`src/design/lennard_jones_pair_energy_defines.svh`:
```
// ----------------------------------------------------------------------------
// Lennard-Jones pair energy: assertion macros
// Concurrent assertion wrappers, compiled out for synthesis.
// ----------------------------------------------------------------------------
`ifndef LENNARD_JONES_PAIR_ENERGY_DEFINES_SVH
`define LENNARD_JONES_PAIR_ENERGY_DEFINES_SVH

`ifndef SYNTHESIS
// Checked property, disabled while reset is asserted
`define LJPE_ASSERT(lbl, clk, rst_n, prop, msg) \
    lbl: assert property (@(posedge clk) disable iff (!rst_n) prop) else $error(msg);
// Checked property, also evaluated during reset
`define LJPE_ASSERT_ALWAYS(lbl, clk, prop, msg) \
    lbl: assert property (@(posedge clk) prop) else $error(msg);
`else
`define LJPE_ASSERT(lbl, clk, rst_n, prop, msg)
`define LJPE_ASSERT_ALWAYS(lbl, clk, prop, msg)
`endif

`endif

```
`src/design/ljpe_pkg.sv`:
```
// ----------------------------------------------------------------------------
// Lennard-Jones pair energy package
// Shared types and constants for the divider cells and the energy datapath.
// ----------------------------------------------------------------------------
package ljpe_pkg;

    // Configuration register indexes
    localparam logic [1:0] REG_SIGMA_SQ       = 2'd0;
    localparam logic [1:0] REG_CORE_RADIUS_SQ = 2'd1;
    localparam logic [1:0] REG_FOUR_EPSILON   = 2'd2;
    localparam logic [1:0] REG_CORE_MODE      = 2'd3;

    // Core modes
    localparam logic CORE_HARD   = 1'b0;
    localparam logic CORE_SMOOTH = 1'b1;

    localparam int DIV_CELLS = 64;

    localparam logic [63:0] ONE_Q32   = 64'h0000_0001_0000_0000;
    localparam logic [63:0] POS_LIMIT = 64'h7FFF_FFFF_FFFF_FFFF;
    localparam logic [63:0] NEG_LIMIT = 64'h8000_0000_0000_0000;

    // One restoring-division lane: partial remainder, numerator/quotient
    // shift word and divisor
    typedef struct packed {
        logic [47:0] rem;
        logic [63:0] nq;
        logic [47:0] den;
    } ljpe_lane_t;

    // Per-item case flags
    typedef struct packed {
        logic hz;   // hard core, result is zero
        logic sm;   // smooth core, evaluate at h^2 and scale
        logic rz;   // zero divisor
        logic ovf;  // intermediate overflow
    } ljpe_flags_t;

    // Payload handed from cell to cell
    typedef struct packed {
        ljpe_flags_t flags;
        ljpe_lane_t  lane_q;   // sigma^2 / r^2 (h^2 inside a smooth core)
        ljpe_lane_t  lane_c;   // r^2 / h^2
    } ljpe_cell_t;

endpackage

```
`src/design/ljpe_div_cell.sv`:
```
// ----------------------------------------------------------------------------
// Divider cell
// One quotient bit of two restoring divisions per cell, registered.
// ----------------------------------------------------------------------------
module ljpe_div_cell (
    input  logic                 aclk,
    input  logic                 aresetn,
    input  logic                 en,
    input  logic                 valid_in,
    input  ljpe_pkg::ljpe_cell_t cell_in,
    output logic                 valid_out,
    output ljpe_pkg::ljpe_cell_t cell_out
);
    import ljpe_pkg::*;

    logic       valid_reg;
    ljpe_cell_t data_reg;
    ljpe_cell_t data_next;

    // Shift in the next numerator bit, subtract when it fits
    function automatic ljpe_lane_t lane_step(input ljpe_lane_t l);
        ljpe_lane_t o;
        logic [48:0] t;
        logic        ge;
        t     = {l.rem, l.nq[63]};
        ge    = (t >= {1'b0, l.den});
        o.den = l.den;
        o.rem = ge ? 48'(t - {1'b0, l.den}) : t[47:0];
        o.nq  = {l.nq[62:0], ge};
        return o;
    endfunction

    always_comb begin
        data_next        = cell_in;
        data_next.lane_q = lane_step(cell_in.lane_q);
        data_next.lane_c = lane_step(cell_in.lane_c);
    end

    always_ff @(posedge aclk) begin
        if (!aresetn) begin
            valid_reg <= 1'b0;
        end else if (en) begin
            valid_reg <= valid_in;
        end
    end

    always_ff @(posedge aclk) begin
        if (en) begin
            data_reg <= data_next;
        end
    end

    assign valid_out = valid_reg;
    assign cell_out  = data_reg;

endmodule

```
`config.mk`:
```
export PLATFORM = sky130hd
export DESIGN_NAME = ljpe_div_cell
export DESIGN_NICKNAME = d
export VERILOG_FILES = /design/src/design/lennard_jones_pair_energy_defines.svh /design/src/design/ljpe_pkg.sv /design/src/design/ljpe_div_cell.sv
export SDC_FILE = /design/constraint.sdc
export NUM_CORES = 1
export LEC_CHECK = 0
export BUFFER_PORTS_ARGS = -buffer_cell sky130_fd_sc_hd__buf_2
export CORE_AREA = 2 2 255 257
export DETAILED_ROUTE_END_ITERATION = 10
export DIE_AREA = 0 0 257 259
export SLEW_MARGIN = 20
export SYNTH_ARGS = -nofsm -noshare
export SYNTH_HDL_FRONTEND = slang
export SYNTH_SLANG_ARGS = --single-unit
```
`constraint.sdc`:
```
create_clock -name aclk -period 7.95 [get_ports aclk]
set_input_delay 0.3975 -clock aclk [delete_from_list [all_inputs] [get_ports aclk]]
set_output_delay 0.3975 -clock aclk [all_outputs]
set_load 0.03 [all_outputs]
```
==> results of run 1 <==
[cells by family (layout without fill, tap and decap cells)]
family	Yosys count	count (layout)	share of synthesized area [%]
DFF	325	325	58.99
muxes	21	21	1.400
adders and majority gates	98	98	7.509
xor gates and xnor gates	79	79	4.186
other	0	7	0
buffers and inverters	178	982	4.209
and+or+nand+nor	297	297	8.410
AOI/OAI and AO/OA	398	398	15.30
[through the flow]
stage	total power, W	cell area (µm²)	hold WS (ns)
floorplan	0.003019	16530	0.4964
global placement	0.003489	20710	0.5054
detailed placement	0.003496	20710	0.5117
CTS	0.005347	23250	0.0004298
global route	0.005520	23270	0.01217
finish	0.005293	23270	0.05012
[sequential cells by signal, summed over array words and instances, names as in the netlist]
name / count
cell_out: 324
valid_out: 1
[routing by layer]
layer | wire (µm) | part of all wire, % | global-route usage, %
met5 | 42 | 0.072 | 0
met4 | 1765 | 3.0 | 6.331
met3 | 4445 | 7.6 | 4.316
met2 | 27360 | 47 | 26.88
met1 | 24720 | 42 | 21.30
[worst max-delay path, delay by kind of cell]
kind                       cells  cell delay, ns
and+or+nand+nor                3            0.61
adders and majority gates      1            0.38
muxes                          1            0.45
buffers and inverters          4            1.26
AOI/OAI and AO/OA              4            1.11
[synthesized netlist by cell type, drive strengths merged, types with 11 or more instances]
master | n | area [µm²]
nor3 | 17 | 85.08
nand2 | 62 | 232.7
nor2 | 116 | 435.4
and3 | 11 | 68.82
a21o | 63 | 473.0
edfxtp | 324 | 9729
buf | 18 | 95.09
a31oi | 12 | 75.07
xnor2 | 45 | 394.1
inv | 126 | 473.0
mux2 | 17 | 191.4
ha | 96 | 1201
xor2 | 34 | 297.8
o21bai | 26 | 195.2
a21oi | 172 | 875.8
o21ai | 55 | 286.5
nand3 | 19 | 95.09
nor2b | 11 | 68.82
nand4 | 32 | 200.2
clkbuf | 34 | 127.6
[power by group]
part           switching (W)  total (W)  internal (W)
clock               0.000729    0.00177       0.00104
sequential         0.0000549    0.00216       0.00210
combinational       0.000902    0.00136      0.000460
[worst paths after layout]
check	end	slack (ns)
max	cell_out[115]	4.01
min	cell_out[186]	0.05
max reg2reg	valid_out	7.35
min reg2reg	valid_out	0.53
[placed cells by master, fill, tap and decap left out, drive strengths merged, types with 17 or more instances in the layout]
master | synthesis | routed
a21o | 63 | 63
a21oi | 172 | 172
buf | 18 | 657
clkbuf | 34 | 48
dlygate4sd3 | 0 | 129
edfxtp | 324 | 324
ha | 96 | 96
inv | 126 | 128
mux2 | 17 | 17
nand2 | 62 | 62
nand3 | 19 | 19
nand4 | 32 | 32
nor2 | 116 | 116
nor3 | 17 | 17
o21ai | 55 | 55
o21bai | 26 | 26
xnor2 | 45 | 45
xor2 | 34 | 34
[timing repair]
| action | 4_1_cts | 5_1_grt |
|---|---|---|
| hold buffers | 129 | 0 |
| resized for setup | 0 | 0 |
| endpoints found under the setup margin | 0 | 0 |
| setup buffers | 0 | 0 |
| hold endpoints to repair | 129 | 0 |
[layout make-up]
cell class,count,area share [%]
Multi-Input combinational cell,893,26.17
Antenna cell,7,0.07527
Tap cell,855,4.597
Sequential cell,325,41.89
Clock inverter,22,0.8817
Inverter,126,2.032
Clock buffer,48,4.522
Timing Repair Buffer,786,19.83
==> flow_metrics.tcl, run 1 <==
set metrics [dict create \
    outcome "finished, final reports clean" \
    syn-cell-area_um2 16530 \
    register_area_um2 9749 \
    final-instance-count-excl-fill 3062 \
    io_buffers 652 \
    synth_cell_type_count 67 \
    ir_drop_mv 0.1738 \
    std_cell_rows 93 \
    synth_nets 1822 \
    slew_viol_final 0 \
    slowest_delay_ns 0.58 \
    post-route-drc-count 0 \
    setup_viol_count_final 0 \
    io_pins 653 \
    cp-startpoint "cell_in[11]" \
    core_um2 63880 \
    tightest_slew_ns 0.9321 \
    layout_min_cycle_time_ns 3.944 \
    overflow 0 \
    cts_tree "yes" \
    cts_max_level 2 \
    crit_path_top_delay_cell "buf_4" \
    vias 14275 \
    fin_tns_setup_ns 0 \
    finalHoldViolations 0 \
    crit_chain "dlygate4sd3_1, buf_2, inv_1, ha_1, nand4_1, nor2_1, a2111o_1, nand2_1, o31ai_2, a21oi_1, o31ai_4, buf_4, mux2_2" \
    gp_congestion 0.9020 \
    cp.required_ns 8.23 \
    worst_slack_ns 4.006 \
    hold_path.class "primary input to register" \
    dp_cells 2856 \
    pwr_density_cell_nw_per_um2 227.4 \
    post-place-ws_ns 3.850 \
    cts_buffer_depth 3 \
    p_leak_nw 10.30 \
    cp_max_fo 62 \
    grt_max_degree 154 \
    wl_mm 58.33 \
    antenna_found_initial 14 \
    drt-initial-drc-count 1261 \
    synth-seq-cells 325 \
    clk_pin_slew_ns 0.06 \
    crit_type "primary input to register" \
    startpoint_type "primary input" \
    first_global_vias 14408 \
    layout-drive-gt1-share_pct 33.91 \
    ys.flop_type "edfxtp_1" \
    vias_per_cell 4.662 \
    post_drt_wl_per_cell_um 19.05 \
    worst-r2r-cell-count 2 \
    cts-buffers-inserted 40 \
    finClkSkew_ns 0 \
    syn_inst 1396 \
    cp.arrival_ns 4.23 \
    hp-start "cell_in[186]" \
    ys_seq_area_share_pct 58.99 \
    rsz0062_at_grt "no" \
    fmax_mhz 253.5 \
    finish.utilization_pct 36.43 \
    avgSynthCellArea_um2 11.84 \
    clock-sinks 325 \
    synth_edf_count 324 \
    min_path_cells 1 \
    async_flop_share_pct 0 \
    multiInputGateArea_um2 6091 \
    fin_nets 2598 \
    fill_cells 6319 \
    synth-warning-count 0 \
    cp-end-kind "register" \
    ant_nets 0 \
    dieHeight_um 259 \
    grt_util_all_layers_pct 16.61 \
    hpwlAfterDp_mm 45.26 \
    cts-root-buf "clkbuf_16" \
    finalCritPeriodShare_pct 49.61 \
    die_w_um 257 \
    synthToLayoutAreaGrowth_pct 40.80 \
    drt-pass1-iter-count 5 \
    maxCapViolCount 0 \
    start_util_pct 25.87 \
    max_slew_margin_pct 37.86 \
    dieArea_um2 66560 \
    reg2reg_from "valid_out" \
    clock_latency_ns 0.53 \
    grt_pass1_wl_mm 85.52 \
]
(Power assumes the default switching activity.)
==> run 2, diff against run 1 <==
Settings changed: CORE_AREA 2 2 255 257 to 2 2 258 260, DIE_AREA 0 0 257 259 to 0 0 260 262.
Clock period 7.95 ns to 4 ns, I/O delays scaled along.
==> flow_metrics.tcl, run 2 (synthesis results as in run 1) <==
set metrics [dict create \
    post-route-drc-count 0 \
    io_pins 653 \
    outcome "finished, final reports clean" \
    clk_pin_slew_ns 0.06 \
    cts_max_level 2 \
    setup_viol_count_final 0 \
    vias 15077 \
    cts_buffer_depth 3 \
    ir_drop_mv 0.4309 \
    design_area_um2 24820 \
    std_cell_rows 94 \
    post_drt_wl_per_cell_um 19.20 \
    core_um2 65280 \
    first_global_vias 15074 \
    finalCritPeriodShare_pct 91.69 \
    max_slew_margin_pct 36.22 \
    cp_max_fo 5 \
    cts.repair.resized 0 \
    gp_congestion 0.9013 \
    start_util_pct 25.32 \
    clock_latency_ns 0.55 \
    wl_mm 61.89 \
    layout_common_cells "buf_2 (651), edfxtp_1 (324), dlygate4sd3_1 (278)" \
    dieArea_um2 68120 \
    overflow 0 \
    fin_tns_setup_ns 0 \
    cts_hold_buffers 278 \
    cts-buffers-inserted 38 \
    postCtsSetupBuffers 0 \
    cp-end-kind "register" \
    antenna_found_initial 11 \
    fin_nets 2755 \
    drt-pass1-iter-count 5 \
    io_buffers 652 \
    drt-initial-drc-count 1196 \
    finalHoldViolations 0 \
    p_leak_nw 10.98 \
    dieHeight_um 262 \
    fmax_mhz 272.7 \
    finish.utilization_pct 38.03 \
    finClkSkew_ns 0 \
    placed_cell_area_um2 20860 \
    ant_nets 0 \
    rsz0062_at_grt "no" \
    pwr_density_cell_nw_per_um2 424.6 \
    tightest_slew_ns 0.9567 \
    cp.arrival_ns 3.97 \
    cts-root-buf "clkbuf_16" \
    layout_commonest_cell "buf_2" \
    slew_viol_final 0 \
    vias_per_cell 4.676 \
    hold_path.class "primary input to register" \
    hpwlAfterDp_mm 47.34 \
    layout-drive-gt1-share_pct 31.95 \
    startpoint_type "primary input" \
    largest_reg_flops 324 \
    crit_type "primary input to register" \
    clock-sinks 325 \
    maxCapViolCount 0 \
    die_w_um 260 \
    fin_hold_ws_ns 0.02431 \
    synthToLayoutAreaGrowth_pct 50.19 \
    grt_util_all_layers_pct 16.95 \
    grt_pass1_wl_mm 88.72 \
    cts_tree "yes" \
    cp.required_ns 4.31 \
    finalPower_w 0.01054 \
    grt_max_degree 121 \
    layout_min_cycle_time_ns 3.668 \
]
==> run 2: cell type report <==
type	instances	area (µm²)
fillers	6295	40450
flip-flops and latches	325	9749
repair buffers	945	6243
multi-input cells	893	6091
well taps	864	1081
clock buffers	47	1016
inverters	126	473.0
clock inverters	18	155.1
diodes	6	15.01
==> run 2: critical path, cell delays in order <==
cell and delay [ns]:
dlygate4sd3_1 0.52, buf_2 0.12, inv_1 0.05, ha_1 0.37, nor2b_1 0.17, o31ai_1 0.47, a31oi_1 0.19, o22a_1 0.33
a31oi_1 0.30, o21ai_1 0.26, a41oi_1 0.42, o21bai_1 0.15, xor2_1 0.15, mux2_2 0.27
==> run 2: final timing paths <==
kind	from	endpoint	slack [ns]	depth (start not counted)
max	cell_in[2]	cell_out[146]	0.33	14
min	cell_in[277]	cell_out[278]	0.02	3
max reg2reg	valid_out	valid_out	2.78	3
min reg2reg	valid_out	valid_out	1.13	3
==> run 2: stage by stage <==
step,worst slack [ns],instances
6_report,0.3325,3224
5_1_grt,0.1036,3223
4_1_cts,0.4672,3218
3_5_place_dp,0.3972,2875
3_3_place_gp,0.4246,2875
2_1_floorplan,1.203,1396
==> run 2: metal layers <==
layer | wire length (µm) | share of wire [%] | GRT usage [%]
met1 | 25310 | 41 | 21.47
met2 | 30340 | 49 | 28.58
met3 | 4401 | 7.1 | 3.540
met4 | 1789 | 2.9 | 6.082
met5 | 51 | 0.082 | 0
==> run 2: power by group <==
group / total (W) / switching (W) / internal, W
registers: 0.00430 / 0.000121 / 0.00418
clock network: 0.00337 / 0.00144 / 0.00193
logic: 0.00287 / 0.00184 / 0.00103
total: 0.0105 / 0.00340 / 0.00714
